File: config.mk
export PLATFORM = sky130hd
export DESIGN_NAME = top_k_fitness_selector_unit
export DESIGN_NICKNAME = d
export VERILOG_FILES = /design/src/hw/rtl/tkfs_pkg.sv /design/src/hw/rtl/tkfs_datapath.sv /design/src/hw/rtl/tkfs_controller.sv /design/src/hw/rtl/top_k_fitness_selector_unit.sv
export SDC_FILE = /design/constraint.sdc
export NUM_CORES = 2
export LEC_CHECK = 0
export BUFFER_PORTS_ARGS = -buffer_cell sky130_fd_sc_hd__buf_2
export CORE_MARGIN = 5
export CORE_UTILIZATION = 60
export CTS_CLUSTER_DIAMETER = 60
export CTS_CLUSTER_SIZE = 28
export DETAILED_ROUTE_END_ITERATION = 6
export GPL_TIMING_DRIVEN = 1
export PLACE_DENSITY = 0.86
export SLEW_MARGIN = 10
export SYNTH_ARGS = -nofsm -noshare
export SYNTH_HDL_FRONTEND = slang
export SYNTH_SLANG_ARGS = --single-unit
File: constraint.sdc
create_clock -name clk -period 5.59 [get_ports clk]
set_clock_uncertainty 0.05 [all_clocks]
set_input_delay 0.559 -clock clk [delete_from_list [all_inputs] [get_ports clk]]
set_output_delay 0.559 -clock clk [all_outputs]
set_load 0.05 [all_outputs]
File: src/hw/rtl/tkfs_pkg.sv
// Package: shared constants, payload structs and controller/datapath interface types.
`default_nettype none
package tkfs_pkg;

    localparam int MAX_ELITES     = 16;
    localparam int MAX_POPULATION = 1024;

    localparam int FIT_W      = 32;
    localparam int NUM_ELIT_W = 5;
    localparam int IDX_W      = $clog2(MAX_POPULATION);
    localparam int ARR_W      = IDX_W + 1;
    localparam int SLOT_W     = (MAX_ELITES > 1) ? $clog2(MAX_ELITES) : 1;
    localparam int CNT_W      = $clog2(MAX_ELITES + 1);

    typedef struct packed {
        logic signed [FIT_W-1:0] fitness;
        logic                    last_item;
    } in_beat_t;

    typedef struct packed {
        logic [IDX_W-1:0]        elite_index;
        logic signed [FIT_W-1:0] elite_fitness;
        logic                    last_of_run;
        logic                    overflow;
    } out_beat_t;

    typedef struct packed {
        logic              insert;
        logic              clear;
        logic              load_out;
        logic              out_last;
        logic [SLOT_W-1:0] rd_ptr;
    } dp_cmd_t;

    typedef struct packed {
        logic [CNT_W-1:0] held_after;
        logic             out_free;
    } dp_status_t;

    typedef enum logic [1:0] {
        ST_COLLECT = 2'b01,
        ST_EMIT    = 2'b10
    } tkfs_state_t;

endpackage
`default_nettype wire

File: src/hw/rtl/tkfs_datapath.sv
// Datapath: sorted elite list with parallel compare-and-shift insertion, counters, output register.
`default_nettype none
module tkfs_datapath
    import tkfs_pkg::*;
(
    input  wire logic       clk,
    input  wire logic       rst_n,
    input  wire in_beat_t   in_data,
    input  wire dp_cmd_t    cmd,
    output dp_status_t      status,
    input  wire logic       out_stall,
    output logic            out_valid,
    output out_beat_t       out_data
);

    logic signed [FIT_W-1:0] fit_reg [MAX_ELITES];
    logic signed [FIT_W-1:0] fit_next [MAX_ELITES];
    logic [IDX_W-1:0]        idx_reg [MAX_ELITES];
    logic [IDX_W-1:0]        idx_next [MAX_ELITES];
    logic [CNT_W-1:0]        held_reg, held_next;
    logic [ARR_W-1:0]        arrival_reg, arrival_next;
    logic                    overflow_reg, overflow_next;
    logic                    out_valid_reg, out_valid_next;
    out_beat_t               out_reg, out_next;
    logic [MAX_ELITES-1:0]   ge;
    logic                    rank_ok;
    logic                    do_insert;
    logic [CNT_W-1:0]        held_ins;

    assign rank_ok   = arrival_reg < ARR_W'(MAX_POPULATION);
    assign do_insert = cmd.insert && rank_ok;
    assign held_ins  = (do_insert && (held_reg < CNT_W'(MAX_ELITES)))
                       ? held_reg + CNT_W'(1) : held_reg;

    // entries at or above the new value keep their place; ties stay ahead
    always_comb
    begin
        for (int i = 0; i < MAX_ELITES; i++)
        begin
            ge[i] = (CNT_W'(i) < held_reg) && (fit_reg[i] >= in_data.fitness);
        end
    end

    always_comb
    begin
        for (int i = 0; i < MAX_ELITES; i++)
        begin
            fit_next[i] = fit_reg[i];
            idx_next[i] = idx_reg[i];
            if (do_insert && !ge[i])
            begin
                if (i == 0)
                begin
                    fit_next[i] = in_data.fitness;
                    idx_next[i] = arrival_reg[IDX_W-1:0];
                end
                else if (ge[(i > 0) ? i - 1 : 0])
                begin
                    fit_next[i] = in_data.fitness;
                    idx_next[i] = arrival_reg[IDX_W-1:0];
                end
                else
                begin
                    fit_next[i] = fit_reg[(i > 0) ? i - 1 : 0];
                    idx_next[i] = idx_reg[(i > 0) ? i - 1 : 0];
                end
            end
        end
    end

    always_comb
    begin
        held_next     = held_ins;
        arrival_next  = arrival_reg;
        overflow_next = overflow_reg;
        if (cmd.insert)
        begin
            if (rank_ok)
                arrival_next = arrival_reg + ARR_W'(1);
            else
                overflow_next = 1'b1;
        end
        if (cmd.clear)
        begin
            held_next     = '0;
            arrival_next  = '0;
            overflow_next = 1'b0;
        end
    end

    assign status.held_after = held_ins;
    assign status.out_free   = !out_valid_reg || !out_stall;

    always_comb
    begin
        out_next       = out_reg;
        out_valid_next = out_valid_reg;
        if (cmd.load_out)
        begin
            out_next.elite_index   = idx_reg[cmd.rd_ptr];
            out_next.elite_fitness = fit_reg[cmd.rd_ptr];
            out_next.last_of_run   = cmd.out_last;
            out_next.overflow      = overflow_reg;
            out_valid_next         = 1'b1;
        end
        else if (!out_stall)
        begin
            out_valid_next = 1'b0;
        end
    end

    always_ff @(posedge clk)
    begin
        for (int i = 0; i < MAX_ELITES; i++)
        begin
            fit_reg[i] <= fit_next[i];
            idx_reg[i] <= idx_next[i];
        end
        out_reg <= out_next;
    end

    always_ff @(posedge clk or negedge rst_n)
    begin
        if (!rst_n)
        begin
            held_reg      <= '0;
            arrival_reg   <= '0;
            overflow_reg  <= 1'b0;
            out_valid_reg <= 1'b0;
        end
        else
        begin
            held_reg      <= held_next;
            arrival_reg   <= arrival_next;
            overflow_reg  <= overflow_next;
            out_valid_reg <= out_valid_next;
        end
    end

    assign out_valid = out_valid_reg;
    assign out_data  = out_reg;

`ifndef SYNTHESIS
    a_held_bound: assert property (@(posedge clk) disable iff (!rst_n)
        held_reg <= CNT_W'(MAX_ELITES))
        else $error("elite count above list depth");

    a_held_arrivals: assert property (@(posedge clk) disable iff (!rst_n)
        ARR_W'(held_reg) <= arrival_reg)
        else $error("more list entries than arrivals");

    generate
        for (genvar g = 0; g + 1 < MAX_ELITES; g++)
        begin : g_sorted
            a_sorted: assert property (@(posedge clk) disable iff (!rst_n)
                (CNT_W'(g + 1) < held_reg) |-> (fit_reg[g] >= fit_reg[g + 1]))
                else $error("elite list out of order");
        end
    endgenerate
`endif

endmodule
`default_nettype wire

File: src/hw/rtl/tkfs_controller.sv
// Controller: collect/emit state machine, num_elites register and emit sequencing.
`default_nettype none
module tkfs_controller
    import tkfs_pkg::*;
(
    input  wire logic                  clk,
    input  wire logic                  rst_n,
    input  wire logic                  cfg_valid,
    output logic                       cfg_ready,
    input  wire logic [NUM_ELIT_W-1:0] cfg_data,
    input  wire logic                  in_valid,
    input  wire logic                  in_last,
    output logic                       in_stall,
    input  wire dp_status_t            status,
    output dp_cmd_t                    cmd
);

    tkfs_state_t            state_reg, state_next;
    logic [NUM_ELIT_W-1:0]  num_elites_reg, num_elites_next;
    logic [CNT_W-1:0]       count_reg, count_next;
    logic [SLOT_W-1:0]      ptr_reg, ptr_next;
    logic [CNT_W-1:0]       want;
    logic [CNT_W-1:0]       n_sel;
    logic                   accept;
    logic                   final_beat;

    assign cfg_ready = 1'b1;
    assign in_stall  = (state_reg != ST_COLLECT);
    assign accept    = in_valid && !in_stall;

    assign want  = (NUM_ELIT_W'(num_elites_reg) > NUM_ELIT_W'(MAX_ELITES))
                   ? CNT_W'(MAX_ELITES) : CNT_W'(num_elites_reg);
    assign n_sel = (want < status.held_after) ? want : status.held_after;
    assign final_beat = (CNT_W'(ptr_reg) + CNT_W'(1)) == count_reg;

    always_comb
    begin
        num_elites_next = cfg_valid ? cfg_data : num_elites_reg;
        state_next      = state_reg;
        count_next      = count_reg;
        ptr_next        = ptr_reg;
        cmd             = '0;
        cmd.rd_ptr      = ptr_reg;
        unique case (state_reg)
            ST_COLLECT:
            begin
                cmd.insert = accept;
                if (accept && in_last)
                begin
                    if (n_sel == '0)
                    begin
                        cmd.clear = 1'b1;
                    end
                    else
                    begin
                        count_next = n_sel;
                        ptr_next   = '0;
                        state_next = ST_EMIT;
                    end
                end
            end
            ST_EMIT:
            begin
                if (status.out_free)
                begin
                    cmd.load_out = 1'b1;
                    cmd.out_last = final_beat;
                    if (final_beat)
                    begin
                        cmd.clear  = 1'b1;
                        state_next = ST_COLLECT;
                    end
                    else
                    begin
                        ptr_next = ptr_reg + SLOT_W'(1);
                    end
                end
            end
            default:
            begin
                state_next = ST_COLLECT;
            end
        endcase
    end

    always_ff @(posedge clk or negedge rst_n)
    begin
        if (!rst_n)
        begin
            state_reg      <= ST_COLLECT;
            num_elites_reg <= NUM_ELIT_W'(1);
            count_reg      <= '0;
            ptr_reg        <= '0;
        end
        else
        begin
            state_reg      <= state_next;
            num_elites_reg <= num_elites_next;
            count_reg      <= count_next;
            ptr_reg        <= ptr_next;
        end
    end

`ifndef SYNTHESIS
    a_emit_range: assert property (@(posedge clk) disable iff (!rst_n)
        (state_reg == ST_EMIT) |-> ((count_reg != '0) && (CNT_W'(ptr_reg) < count_reg)))
        else $error("emit pointer outside selected range");

    a_emit_done: assert property (@(posedge clk) disable iff (!rst_n)
        (cmd.load_out && cmd.out_last) |=> (state_reg == ST_COLLECT))
        else $error("controller stayed in emit after final beat");

    a_no_clear_mid_emit: assert property (@(posedge clk) disable iff (!rst_n)
        (state_reg == ST_EMIT && cmd.clear) |-> (cmd.load_out && cmd.out_last))
        else $error("list cleared before final beat was sent");
`endif

endmodule
`default_nettype wire

File: src/hw/rtl/top_k_fitness_selector_unit.sv
// Top level: top-k fitness selector, controller plus datapath.
// Items are taken one per cycle while a population is collected; each is ranked
// against a sorted list of up to MAX_ELITES entries by a parallel compare-and-shift
// in the same cycle. The beat marked last closes the population: the input then
// stalls while min(num_elites, items held) results are read out through the
// list's single read port, one per cycle unless the output stalls, best first.
// With nothing to report the population closes in that same cycle. No clearing
// pass.
`default_nettype none
module top_k_fitness_selector_unit
    import tkfs_pkg::*;
(
    input  wire logic                  clk,
    input  wire logic                  rst_n,
    input  wire logic                  cfg_valid,
    output logic                       cfg_ready,
    input  wire logic [NUM_ELIT_W-1:0] cfg_data,
    input  wire logic                  in_valid,
    output logic                       in_stall,
    input  wire in_beat_t              in_data,
    output logic                       out_valid,
    input  wire logic                  out_stall,
    output out_beat_t                  out_data
);

    dp_cmd_t    cmd;
    dp_status_t status;

    tkfs_controller u_ctrl (
        .clk       (clk),
        .rst_n     (rst_n),
        .cfg_valid (cfg_valid),
        .cfg_ready (cfg_ready),
        .cfg_data  (cfg_data),
        .in_valid  (in_valid),
        .in_last   (in_data.last_item),
        .in_stall  (in_stall),
        .status    (status),
        .cmd       (cmd)
    );

    tkfs_datapath u_dp (
        .clk       (clk),
        .rst_n     (rst_n),
        .in_data   (in_data),
        .cmd       (cmd),
        .status    (status),
        .out_stall (out_stall),
        .out_valid (out_valid),
        .out_data  (out_data)
    );

endmodule
`default_nettype wire
==> out/metrics.cfg <==
[cts]
cts_root_buf=clkbuf_16
path_clk_slew_ps=90
clk_latency_ps=700
cts_resized=0
clkSinkCount=750
cts_tree=built
clock_path_buffers=3
h-tree-depth=2
cts_buffers=61

[detailed_routing]
avgRoutedWirePerCell_um=33.5
drc=0
wl_um=151000
viasPerCell=7.37
vias=33300
detail-route-antenna-nets=0
dr.pass1.iters=6
drt_iter0_markers=5137

[critical_path]
path_class=in -> reg
crit_required_ps=5960
start_kind=primary input
cp_max_fo=21
arrival_ps=5150
cp-end-kind=register

[floorplan]
die_h_um=291
die_w_um=291
initial_core_util=0.603
ioPinCount=90
rows=103
die_area_mm2=0.0847
core-area_mm2=0.0786

[timing]
slew_violations=0
setup_viol=0
hold_viol_final=0
rsz0062_at_grt=false
max_slew_margin=0.163
fmax_ghz=0.209
min_period_ps=4780
post-route-period-util=0.855
worst_pin_slew_ps=1260
setup-tns-final_ps=0

[final_layout]
syn_to_final_growth_pct=9.57
drive_above_1_share=0.349
largest_reg_flops=512
final_cell_mix=edfxtp_1, mux2_2, ha_1, mux4_2, a21oi_1
final_nets=3971
mostFrequentLayoutCell=edfxtp_1
stdcell_area_mm2=0.0519
final_util=0.661
final_cell_count_no_fill=4512

[power]
power.leakage_nw=19.3
vdd_drop_max_mv=0.495
power_density_mw_per_mm2=596

[yosys]
synth_area_leader_cell=edfxtp_1
postSynthCellCount=3317
ys_seq_elements=750
synth_area_leaders=edfxtp_1, mux2_2, ha_1
yosysTopAreaCellShare=0.454
synth_fp_nets=3881
synth_cell_types=80
syn_area_mm2=0.0474
yosysSeqAreaShare=0.472
async_reset_ff_frac=0.0453
syn_avg_cell_area_um2=14.3
ys_warn_count=0
synth_edf_count=716
synth_ff_type=edfxtp_1

[outcome]
status=complete, no violations

[global_routing]
gr-total-overflow=0
grt_pass1_vias=32900
grt_max_degree=169
globalRouteTotalUtil=0.348
grt_pass1_wl_um=221000
antenna_found_initial=7

[job]
max_cap_viol_count=0

[placed_design]
io_buffers=88
gp_congestion=1.04
place_area_mm2=0.0497
dp_hpwl_um=106000
place_inst=4393

[min_path]
hp-class=in -> reg

## cell type report
type                            count  area [um2]
Fill cell                        5393       26700
Multi-Input combinational cell   2327       24200
Sequential cell                   750       22400
Clock buffer                       61        1530
Timing Repair Buffer              200        1520
Tap cell                         1050        1310
Clock inverter                     55         738
Inverter                           67         251
Antenna cell                        2        5.00
## routing by layer
| metal | track usage | share of wire | up-vias |
|---|---|---|---|
| li1 | - | - | 13600 |
| met5 | 0 | 0.00019 | - |
| met3 | 0.0917 | 0.13 | 546 |
| met2 | 0.525 | 0.44 | 2638 |
| met4 | 0.185 | 0.068 | 6 |
| met1 | 0.466 | 0.36 | 16500 |
## worst max-delay path: stages
cell and delay [ps]:
buf_2 320, inv_1 450, ha_1 470, nand2_1 120, nor4_1 960, o21ai_1 410
nand4_1 390, a2111oi_0 170, mux2_2 360, nand2_2 80, buf_4 440, mux2_2 410
## path summary, 6_finish.rpt
path,cells past startpoint,endpoint,from,slack (ps)
max,12,u_dp.fit_reg[13][10],in_data[8],810
min,2,u_ctrl.num_elites_reg[2],cfg_data[2],40
max reg2reg,9,u_dp.fit_reg[5][5],u_dp.fit_reg[4][19],1030
min reg2reg,0,u_dp.out_data[0],u_dp.overflow_reg,430
max in group asynchronous,2,u_ctrl.ptr_reg[1],rst_n,4440
min in group asynchronous,2,u_dp.arrival_reg[4],rst_n,440
## synthesized netlist by cell type, types with 4 or more instances
| master | instances |
|---|---|
| nand3b_1 | 5 |
| edfxtp_1 | 716 |
| mux4_2 | 210 |
| buf_1 | 19 |
| or2_2 | 4 |
| o211ai_1 | 17 |
| o31ai_1 | 9 |
| and2_1 | 8 |
| a2111oi_0 | 13 |
| nor2_1 | 115 |
| a221o_1 | 6 |
| o21a_1 | 10 |
| nor2b_1 | 25 |
| a21o_1 | 82 |
| a211oi_1 | 23 |
| clkbuf_1 | 89 |
| xnor2_1 | 6 |
| nand2b_1 | 20 |
| dfrtp_1 | 32 |
| a211o_1 | 5 |
| nand4_1 | 82 |
| nor3_1 | 27 |
| nand2_1 | 105 |
| buf_2 | 56 |
| a21oi_1 | 147 |
| mux2_1 | 4 |
| and3_1 | 4 |
| o22ai_1 | 5 |
| nor4_1 | 10 |
| and4_1 | 7 |
| a31oi_1 | 15 |
| or3_1 | 6 |
| mux2_2 | 633 |
| nand3_1 | 50 |
| inv_1 | 67 |
| ha_1 | 521 |
| o21ai_0 | 82 |
| xor2_1 | 10 |
| buf_6 | 8 |
## timing repair
item,in CTS,in global routing
setup buffers,0,0
hold endpoints to repair,32,0
hold buffers,1,0
endpoints found under the setup margin,0,0
## report_power, final
part | switching, mW | internal [mW] | total, mW
Sequential | 2.03 | 9.66 | 11.7
Combinational | 7.96 | 6.43 | 14.4
Clock | 2.61 | 2.28 | 4.88
## cells by family after synthesis
family,share of synthesized area
compound gates,0.0630
simple gates,0.0513
xor+xnor,0.00296
buf+inv,0.0218
mux,0.252
fa+ha+maj,0.138
other cells,0.0000791
flops,0.472
## metrics by stage
stage / setup WS (ps) / power [mW] / hold slack, ps
floorplan: 280 / 20.2 / 213
global placement: 294 / 25.0 / 407
detailed placement: 287 / 25.5 / 406
CTS: 984 / 30.5 / 13.1
global route: 817 / 31.9 / 20.6
finish: 808 / 31.0 / 37.2
Note: power is estimated with default switching activity, not from simulation.
